**config.mk**
```make
export PLATFORM = sky130hd
export DESIGN_NAME = sync_crc32_message_deframer_unit
export DESIGN_NICKNAME = d
export VERILOG_FILES = /design/src/rtl/core/scmd_pkg.sv /design/src/rtl/core/scmd_seed_gen.sv /design/src/rtl/core/scmd_frame_core.sv /design/src/rtl/core/sync_crc32_message_deframer_unit.sv
export SDC_FILE = /design/constraint.sdc
export NUM_CORES = 2
export LEC_CHECK = 0
export BUFFER_PORTS_ARGS = -buffer_cell sky130_fd_sc_hd__buf_4
export CAP_MARGIN = 5
export CORE_UTILIZATION = 58
export DETAILED_ROUTE_END_ITERATION = 12
export GPL_ROUTABILITY_DRIVEN = 1
export HOLD_SLACK_MARGIN = 0.15
export PLACE_DENSITY_LB_ADDON = 0.1
export SLEW_MARGIN = 20
export SYNTH_ARGS = -nofsm -noshare
export SYNTH_HDL_FRONTEND = slang
export SYNTH_SLANG_ARGS = --single-unit
```
**constraint.sdc**
```tcl
create_clock -name clock -period 4.5 [get_ports clock]
set_clock_uncertainty 0.2 [all_clocks]
set_input_delay 0 -clock clock [delete_from_list [all_inputs] [get_ports clock]]
set_output_delay 0 -clock clock [all_outputs]
set_load 0.02 [all_outputs]
```
**src/rtl/core/scmd_pkg.sv**
```systemverilog
`timescale 1ns / 1ps

package scmd_pkg;

   // Sync pattern, oldest byte first
   localparam logic [7:0] SYNC_A = 8'hAA;
   localparam logic [7:0] SYNC_B = 8'h44;
   localparam logic [7:0] SYNC_C = 8'h12;

   localparam logic [31:0] POLY_RESET = 32'hEDB8_8320;

   // Offsets of the captured header fields (little endian)
   localparam logic [16:0] OFS_ID_LO  = 17'd4;
   localparam logic [16:0] OFS_ID_HI  = 17'd5;
   localparam logic [16:0] OFS_LEN_LO = 17'd8;
   localparam logic [16:0] OFS_LEN_HI = 17'd9;
   localparam logic [16:0] OFS_SYNC_C = 17'd2;
   localparam logic [16:0] OFS_AFTER_SYNC = 17'd3;

   // Frame phase codes as reported on the result channel
   localparam logic [1:0] FRAME_PHASE_HUNT  = 2'd0;
   localparam logic [1:0] FRAME_PHASE_HEAD  = 2'd1;
   localparam logic [1:0] FRAME_PHASE_BODY  = 2'd2;
   localparam logic [1:0] FRAME_PHASE_TRAIL = 2'd3;

   // Trailer byte lanes
   localparam logic [1:0] LANE_0 = 2'd0;
   localparam logic [1:0] LANE_1 = 2'd1;
   localparam logic [1:0] LANE_2 = 2'd2;
   localparam logic [1:0] LANE_3 = 2'd3;

   // Message ids and kinds
   localparam logic [15:0] ID_RANGE    = 16'd43;
   localparam logic [15:0] ID_GPS_EPH  = 16'd7;
   localparam logic [15:0] ID_BDS_EPH  = 16'd1696;
   localparam logic [15:0] ID_POSITION = 16'd42;

   localparam logic [2:0] KIND_OTHER    = 3'd0;
   localparam logic [2:0] KIND_RANGE    = 3'd1;
   localparam logic [2:0] KIND_GPS_EPH  = 3'd2;
   localparam logic [2:0] KIND_BDS_EPH  = 3'd3;
   localparam logic [2:0] KIND_POSITION = 3'd4;

   typedef enum logic [3:0] {
      PH_HUNT  = 4'b0001,
      PH_HEAD  = 4'b0010,
      PH_BODY  = 4'b0100,
      PH_TRAIL = 4'b1000
   } phase_type;

   typedef enum logic [3:0] {
      SEED_IDLE = 4'b0001,
      SEED_A    = 4'b0010,
      SEED_B    = 4'b0100,
      SEED_C    = 4'b1000
   } seed_state_type;

   typedef struct packed {
      logic        busy;
      logic [31:0] poly;
      logic [31:0] seed;
   } crc_cfg_type;

   typedef struct packed {
      logic [7:0]  data_byte;
      logic [1:0]  frame_phase;
      logic [16:0] byte_offset;
      logic        sync_found;
      logic [15:0] message_id;
      logic [15:0] body_length;
      logic [2:0]  message_kind;
      logic        frame_done;
      logic        crc_ok;
   } rsp_type;

   // One byte of reflected CRC, LSB first
   function automatic logic [31:0] crc_byte(input logic [31:0] crc, input logic [7:0] b,
                                            input logic [31:0] poly);
      logic [31:0] c;
      c = crc ^ {24'd0, b};
      for (int k = 0; k < 8; k++) begin
         c = c[0] ? ((c >> 1) ^ poly) : (c >> 1);
      end
      return c;
   endfunction

   function automatic logic [2:0] kind_of(input logic [15:0] id);
      logic [2:0] k;
      unique case (id)
         ID_RANGE:    k = KIND_RANGE;
         ID_GPS_EPH:  k = KIND_GPS_EPH;
         ID_BDS_EPH:  k = KIND_BDS_EPH;
         ID_POSITION: k = KIND_POSITION;
         default:     k = KIND_OTHER;
      endcase
      return k;
   endfunction

   // CRC of the sync pattern under the reset polynomial
   localparam logic [31:0] SEED_RESET =
      crc_byte(crc_byte(crc_byte(32'd0, SYNC_A, POLY_RESET), SYNC_B, POLY_RESET),
               SYNC_C, POLY_RESET);

endpackage

```
**src/rtl/core/scmd_seed_gen.sv**
```systemverilog
`timescale 1ns / 1ps

// Holds the polynomial and the CRC of the sync pattern under it.
// After a write the seed is rebuilt one byte per cycle, in states SEED_A, SEED_B and SEED_C.
module scmd_seed_gen
   import scmd_pkg::*;
(
   input  logic        clock,
   input  logic        reset,
   input  logic        wr_en,
   input  logic [31:0] wr_poly,
   output crc_cfg_type cfg
);

   seed_state_type state_ff, state_in;
   logic [31:0] poly_ff, poly_in;
   logic [31:0] acc_ff, acc_in;
   logic [31:0] seed_ff, seed_in;

   always_comb begin
      state_in = state_ff;
      poly_in  = poly_ff;
      acc_in   = acc_ff;
      seed_in  = seed_ff;
      if (wr_en) begin
         poly_in  = wr_poly;
         acc_in   = 32'd0;
         state_in = SEED_A;
      end else begin
         unique case (state_ff)
            SEED_IDLE: ;
            SEED_A: begin
               acc_in   = crc_byte(acc_ff, SYNC_A, poly_ff);
               state_in = SEED_B;
            end
            SEED_B: begin
               acc_in   = crc_byte(acc_ff, SYNC_B, poly_ff);
               state_in = SEED_C;
            end
            SEED_C: begin
               seed_in  = crc_byte(acc_ff, SYNC_C, poly_ff);
               state_in = SEED_IDLE;
            end
            default: state_in = SEED_IDLE;
         endcase
      end
   end

   always_ff @(posedge clock) begin
      if (reset) begin
         state_ff <= SEED_IDLE;
         poly_ff  <= POLY_RESET;
         seed_ff  <= SEED_RESET;
         acc_ff   <= 32'd0;
      end else begin
         state_ff <= state_in;
         poly_ff  <= poly_in;
         seed_ff  <= seed_in;
         acc_ff   <= acc_in;
      end
   end

   assign cfg.busy = (state_ff != SEED_IDLE);
   assign cfg.poly = poly_ff;
   assign cfg.seed = seed_ff;

endmodule

```
**src/rtl/core/scmd_frame_core.sv**
```systemverilog
`timescale 1ns / 1ps

// Frame state machine: sync hunt, header capture, body count, trailer check.
// State moves on advance; rsp is the result for the byte at the input.
module scmd_frame_core
   import scmd_pkg::*;
#(
   parameter int HEADER_BYTES = 28
) (
   input  logic        clock,
   input  logic        reset,
   input  logic        advance,
   input  logic [7:0]  data_byte,
   input  crc_cfg_type cfg,
   output rsp_type     rsp
);

   localparam logic [16:0] HDR = 17'(HEADER_BYTES);

   phase_type   phase_ff, phase_in;
   logic [15:0] hist_ff, hist_in;
   logic [16:0] count_ff, count_in;
   logic [15:0] id_ff, id_in;
   logic [15:0] len_ff, len_in;
   logic [31:0] crc_ff, crc_in;
   logic [31:0] rcv_ff, rcv_in;

   logic [16:0] frame_end;
   logic [17:0] next_pos;
   logic [1:0]  lane;
   logic [31:0] crc_step;
   logic        done;

   assign frame_end = HDR + {1'b0, len_ff};
   assign next_pos  = {1'b0, count_ff} + 18'd1;
   assign lane      = count_ff[1:0] - frame_end[1:0];
   assign crc_step  = crc_byte(crc_ff, data_byte, cfg.poly);

   always_comb begin
      phase_in = phase_ff;
      hist_in  = hist_ff;
      count_in = count_ff;
      id_in    = id_ff;
      len_in   = len_ff;
      crc_in   = crc_ff;
      rcv_in   = rcv_ff;
      done     = 1'b0;

      rsp              = '0;
      rsp.data_byte    = data_byte;

      unique case (phase_ff)
         PH_HUNT: begin
            rsp.frame_phase = FRAME_PHASE_HUNT;
            if (data_byte == SYNC_C && hist_ff == {SYNC_A, SYNC_B}) begin
               rsp.frame_phase = FRAME_PHASE_HEAD;
               rsp.byte_offset = OFS_SYNC_C;
               rsp.sync_found  = 1'b1;
               phase_in = PH_HEAD;
               hist_in  = 16'd0;
               count_in = OFS_AFTER_SYNC;
               id_in    = 16'd0;
               len_in   = 16'd0;
               rcv_in   = 32'd0;
               crc_in   = cfg.seed;
            end else begin
               hist_in = {hist_ff[7:0], data_byte};
            end
         end
         PH_HEAD: begin
            rsp.frame_phase = FRAME_PHASE_HEAD;
            crc_in = crc_step;
            unique case (count_ff)
               OFS_ID_LO:  id_in[7:0]   = data_byte;
               OFS_ID_HI:  id_in[15:8]  = data_byte;
               OFS_LEN_LO: len_in[7:0]  = data_byte;
               OFS_LEN_HI: len_in[15:8] = data_byte;
               default: ;
            endcase
            if (next_pos >= {1'b0, HDR}) begin
               phase_in = (len_in == 16'd0) ? PH_TRAIL : PH_BODY;
            end
         end
         PH_BODY: begin
            rsp.frame_phase = FRAME_PHASE_BODY;
            crc_in = crc_step;
            if (next_pos >= {1'b0, frame_end}) begin
               phase_in = PH_TRAIL;
            end
         end
         PH_TRAIL: begin
            rsp.frame_phase = FRAME_PHASE_TRAIL;
            unique case (lane)
               LANE_0: rcv_in[7:0]   = data_byte;
               LANE_1: rcv_in[15:8]  = data_byte;
               LANE_2: rcv_in[23:16] = data_byte;
               LANE_3: rcv_in[31:24] = data_byte;
               default: ;
            endcase
            done = (lane == LANE_3);
         end
         default: phase_in = PH_HUNT;
      endcase

      if (phase_ff != PH_HUNT) begin
         rsp.byte_offset  = count_ff;
         rsp.message_id   = id_in;
         rsp.body_length  = len_in;
         rsp.message_kind = kind_of(id_in);
         rsp.frame_done   = done;
         rsp.crc_ok       = done && (rcv_in == crc_ff);
         if (done) begin
            phase_in = PH_HUNT;
            count_in = 17'd0;
            hist_in  = 16'd0;
         end else begin
            count_in = 17'(next_pos);
         end
      end
   end

   always_ff @(posedge clock) begin
      if (reset) begin
         phase_ff <= PH_HUNT;
         hist_ff  <= 16'd0;
         count_ff <= 17'd0;
         id_ff    <= 16'd0;
         len_ff   <= 16'd0;
         crc_ff   <= 32'd0;
         rcv_ff   <= 32'd0;
      end else if (advance) begin
         phase_ff <= phase_in;
         hist_ff  <= hist_in;
         count_ff <= count_in;
         id_ff    <= id_in;
         len_ff   <= len_in;
         crc_ff   <= crc_in;
         rcv_ff   <= rcv_in;
      end
   end

endmodule

```
**src/rtl/core/sync_crc32_message_deframer_unit.sv**
```systemverilog
`timescale 1ns / 1ps

// Channel  | Direction | Handshake             | Payload
// ---------+-----------+-----------------------+----------------------------------------
// req      | in        | req_valid / req_ready | req_rx_byte
// rsp      | out       | rsp_valid / rsp_ready | rsp_data_byte .. rsp_crc_ok (one per byte)
// csr      | in        | csr_valid / csr_ready | csr_crc_poly
//
// One byte per cycle sustained while rsp is not stalled and no seed rebuild runs; a byte's req
// transfer fills the input register, then the frame logic and CRC step load the result register.
// The rate is set by the byte-wide CRC step and the frame compare, both combinational.
// A csr transfer rebuilds the sync-pattern CRC seed, holding req_ready low until the rebuild ends.
// Reset is synchronous, active high; the polynomial returns to 0xEDB88320.
// A stalled rsp holds its result while the input register still takes one more byte.
module sync_crc32_message_deframer_unit
   import scmd_pkg::*;
#(
   parameter int HEADER_BYTES = 28
) (
   input  logic        clock,
   input  logic        reset,

   input  logic        req_valid,
   output logic        req_ready,
   input  logic [7:0]  req_rx_byte,

   output logic        rsp_valid,
   input  logic        rsp_ready,
   output logic [7:0]  rsp_data_byte,
   output logic [1:0]  rsp_frame_phase,
   output logic [16:0] rsp_byte_offset,
   output logic        rsp_sync_found,
   output logic [15:0] rsp_message_id,
   output logic [15:0] rsp_body_length,
   output logic [2:0]  rsp_message_kind,
   output logic        rsp_frame_done,
   output logic        rsp_crc_ok,

   input  logic        csr_valid,
   output logic        csr_ready,
   input  logic [31:0] csr_crc_poly
);

   crc_cfg_type cfg;
   rsp_type     core_rsp;

   // input register
   logic       in_valid_ff, in_valid_in;
   logic [7:0] in_byte_ff, in_byte_in;

   // result register
   logic    out_valid_ff, out_valid_in;
   rsp_type out_rsp_ff, out_rsp_in;

   logic req_xfer;
   logic advance;

   // writes are always taken; the seed rebuild follows
   assign csr_ready = 1'b1;

   // a byte moves on when no seed rebuild runs and the result register is free or is being drained
   assign advance   = in_valid_ff && !cfg.busy && (!out_valid_ff || rsp_ready);
   assign req_ready = (!in_valid_ff || advance) && !cfg.busy;
   assign req_xfer  = req_valid && req_ready;

   scmd_seed_gen u_seed_gen (
      .clock   (clock),
      .reset   (reset),
      .wr_en   (csr_valid && csr_ready),
      .wr_poly (csr_crc_poly),
      .cfg     (cfg)
   );

   scmd_frame_core #(
      .HEADER_BYTES (HEADER_BYTES)
   ) u_frame_core (
      .clock     (clock),
      .reset     (reset),
      .advance   (advance),
      .data_byte (in_byte_ff),
      .cfg       (cfg),
      .rsp       (core_rsp)
   );

   always_comb begin
      in_valid_in = in_valid_ff;
      in_byte_in  = in_byte_ff;
      if (req_xfer) begin
         in_valid_in = 1'b1;
         in_byte_in  = req_rx_byte;
      end else if (advance) begin
         in_valid_in = 1'b0;
      end
   end

   always_comb begin
      out_valid_in = out_valid_ff;
      out_rsp_in   = out_rsp_ff;
      if (advance) begin
         out_valid_in = 1'b1;
         out_rsp_in   = core_rsp;
      end else if (rsp_ready) begin
         out_valid_in = 1'b0;
      end
   end

   always_ff @(posedge clock) begin
      if (reset) begin
         in_valid_ff  <= 1'b0;
         out_valid_ff <= 1'b0;
      end else begin
         in_valid_ff  <= in_valid_in;
         out_valid_ff <= out_valid_in;
      end
   end

   // payload needs no reset
   always_ff @(posedge clock) begin
      in_byte_ff <= in_byte_in;
      out_rsp_ff <= out_rsp_in;
   end

   assign rsp_valid        = out_valid_ff;
   assign rsp_data_byte    = out_rsp_ff.data_byte;
   assign rsp_frame_phase  = out_rsp_ff.frame_phase;
   assign rsp_byte_offset  = out_rsp_ff.byte_offset;
   assign rsp_sync_found   = out_rsp_ff.sync_found;
   assign rsp_message_id   = out_rsp_ff.message_id;
   assign rsp_body_length  = out_rsp_ff.body_length;
   assign rsp_message_kind = out_rsp_ff.message_kind;
   assign rsp_frame_done   = out_rsp_ff.frame_done;
   assign rsp_crc_ok       = out_rsp_ff.crc_ok;

endmodule

```
==> results.toml <==
[grt]
grt_pass1_wl_um = 153000
grt_max_degree = 124
grt_pass1_vias = 28200
grt_overflow = 0
antenna_found_initial = 0
grtUsageTotal_pct = 38.5

[die]
top_level_ports = 113
fp-row-count = 80
coreArea_um2 = 47700
start_util_pct = 58.7
die-area_um2 = 49200
die_height_um = 222
die_w_um = 222

[sta]
finalSetupViolations = 0
drv_slew = 0
fmax_mhz = 225
max_slew_margin_pct = 34.6
worst_pin_slew_ps = 980
finalCriticalPeriod_ps = 4450
hold_viol = 0
hold_ws_ps = 252
fin_crit_sh_pct = 98.9
rsz0062_at_grt = "true"
postLayoutSetupSlackWorst_ps = 47.6

[critical_path]
end_kind = "flop"
critPathBufInv = 5
worst-setup-path-type = "reg -> reg"
cpMaxStageDelayCell = "or4_1"
path_cells = "buf_4 -> buf_4 -> or4_1 -> nand4bb_1 -> nor4_2 -> buf_4 -> inv_1 -> nand2_1 -> nand2_1 -> a22oi_2 -> xnor2_1 -> nor4_2 -> nand4_1 -> nor4_1 -> buf_4"
crit_fanout = 5
crit_top_cell = "buf_4"
rrSetupSlack_ps = 50
crit_family = "simple AND/OR/NAND/NOR gates"
cp.arrival_ps = 4730
required_ps = 4770
max_stage_delay_ps = 720
critPathLaunchType = "flop"

[power_and_ir_drop]
p_sw_share_pct = 37.8
p_clk_share_pct = 28.8
ir_worst_vdd_uv = 254
leakagePower_uw = 0.0126
seqPwrFrac_pct = 25.9
p_comb_share_pct = 45.3
power.density_nw_per_um2 = 343
p_sw_uw = 4340
p_int_uw = 7140

[placement]
dpl_cell_area_um2 = 30200
gp_congestion = 0.947
dp_hpwl_um = 64000
pre_cts_ws_ps = -53.8
place_inst = 4400
port_buffers = 111

[synth]
yosys_warnings = 0
synth.yosys.seq_area_share_pct = 24.6
async_flop_share_pct = 0
netlist_area_um2 = 28000
synth_edf_count = 73
syn_nets = 3877
synth_cell_types = 94
synth.avg_cell_area_um2 = 7.36
ys_ff_latch = 308
netlist_instances = 3810
ys.flop_type = "dfxtp_1"

[drt]
drtPass1Iterations = 7
routed_via_density = 6.25
post_drt_wl_per_cell_um = 21.2
ant_nets = 0
drc_errors = 0
first_iter_violations = 3273
vias = 29000
routed_wl_um = 98300

[clock_tree]
insertion_delay_ps = 600
clockBufferDepth = 3
cts_tree = "yes"
clkSinkCount = 308
cts_inserted_buffers = 39
clkTransAtPathRegs_ps = 60
cts_root_buf = "clkbuf_16"
htree_levels = 2

[cells_and_area]
final_common_cell = "nand2_1"
drive_gt1_share_pct = 11.9
antenna_cells = 0
final_cell_mix = "nand2_1, xnor2_1, buf_4"
fin_cells = 4641
fin_nets = 4062
syn2layout_area_growth_pct = 19.4
postLayoutCellArea_um2 = 33500

[job]
drv_cap = 0

[outcome]
run_status = "complete, no violations"

[min_path]
hold_class = "reg -> reg"
final cells by class:
cell class	instances	area, um^2
Clock buffer	50	1110
Timing Repair Buffer	475	4210
Inverter	46	178
Sequential cell	308	6900
Multi-Input combinational cell	3125	20100
Fill cell	3883	14300
Clock inverter	22	223
Tap cell	615	769
state kept, by name, summed over array words and instances, names as in the netlist:
register               count
rsp_sync_found             1
u_frame_core.id_ff        16
u_seed_gen.poly_ff        32
u_frame_core.hist_ff      16
rsp_byte_offset           17
u_seed_gen.state_ff        4
rsp_body_length           16
u_frame_core.phase_ff      4
rsp_data_byte              8
u_seed_gen.seed_ff        32
rsp_message_id            16
u_frame_core.count_ff     17
in_valid_ff                1
u_frame_core.crc_ff       32
u_frame_core.len_ff       16
rsp_crc_ok                 1
in_byte_ff                 8
rsp_message_kind           3
u_seed_gen.acc_ff         32
u_frame_core.rcv_ff       32
rsp_valid                  1
rsp_frame_phase            2
rsp_frame_done             1
synth_stat cells (67+ instances only):
cell / instances / area [um^2]
o211ai_1: 67 / 503
xor2_1: 153 / 1340
clkbuf_1: 252 / 946
and3_1: 67 / 419
nand2_1: 862 / 3240
xnor2_1: 611 / 5350
a22oi_1: 126 / 946
nor2_1: 303 / 1140
nand3_1: 91 / 455
edfxtp_1: 73 / 2190
dfxtp_1: 235 / 4700
a21oi_1: 117 / 586
final timing paths:
| kind | startpoint | to | cells past startpoint |
|---|---|---|---|
| worst max-delay path | in_byte_ff[0] | rsp_crc_ok | 15 |
| worst min-delay path | u_seed_gen.seed_ff[27] | u_seed_gen.seed_ff[27] | 2 |
| worst max register to register | in_byte_ff[0] | rsp_crc_ok | 15 |
| worst min register to register | u_seed_gen.seed_ff[27] | u_seed_gen.seed_ff[27] | 2 |
metal layers:
| metal | wire [um] | global-route usage (%) |
|---|---|---|
| met1 | 38300 | 47.2 |
| met4 | 4980 | 20.3 |
| met2 | 46800 | 65.8 |
| met5 | 0 | 0 |
| met3 | 8140 | 5.16 |
cell families (layout without fill, tap and decap cells):
group / count (synthesis) / after routing / share of synthesized area [%]
simple gates: 1580 / 1580 / 24.7
xor+xnor: 785 / 785 / 25.5
fa+ha+maj: 22 / 22 / 0.982
flops: 308 / 308 / 24.6
other cells: 1 / 1 / 0.0134
compound gates: 696 / 696 / 17.4
mux: 41 / 41 / 1.47
buf+inv: 377 / 593 / 5.29
tightest hold or removal path, stage by stage, from the launching register on:
cell,delay (ps)
dfxtp_1,310
nand2_1,50
a21oi_1,50
power by group through the flow:
| stage | clock, uW | sequential (uW) | combinational [uW] |
|---|---|---|---|
| finish | 3300 | 2970 | 5200 |
| global route | 3430 | 2980 | 5550 |
| CTS | 3330 | 2970 | 4970 |
| detailed placement | 0 | 3030 | 4830 |
| global placement | 0 | 3030 | 4740 |
| floorplan | 0 | 3040 | 3640 |
metrics by stage:
stage                     util (%)  power [uW]  TNS, ps
after floorplan                  -        6670        0
after global placement        63.2        7770        0
after detailed placement      63.2        7860     -373
after CTS                     69.2       11300        0
after global routing          70.1       12000     -739
final                         70.1       11500        0
what timing repair did:
action	CTS	global route
gates cloned	0	1
pin swaps	0	10
hold buffers	151	0
endpoints found under the setup margin	27	70
gates resized for setup	2	49
hold endpoints to repair	78	0
buffers inserted	0	17
Note: power is estimated with default switching activity, not from simulation.
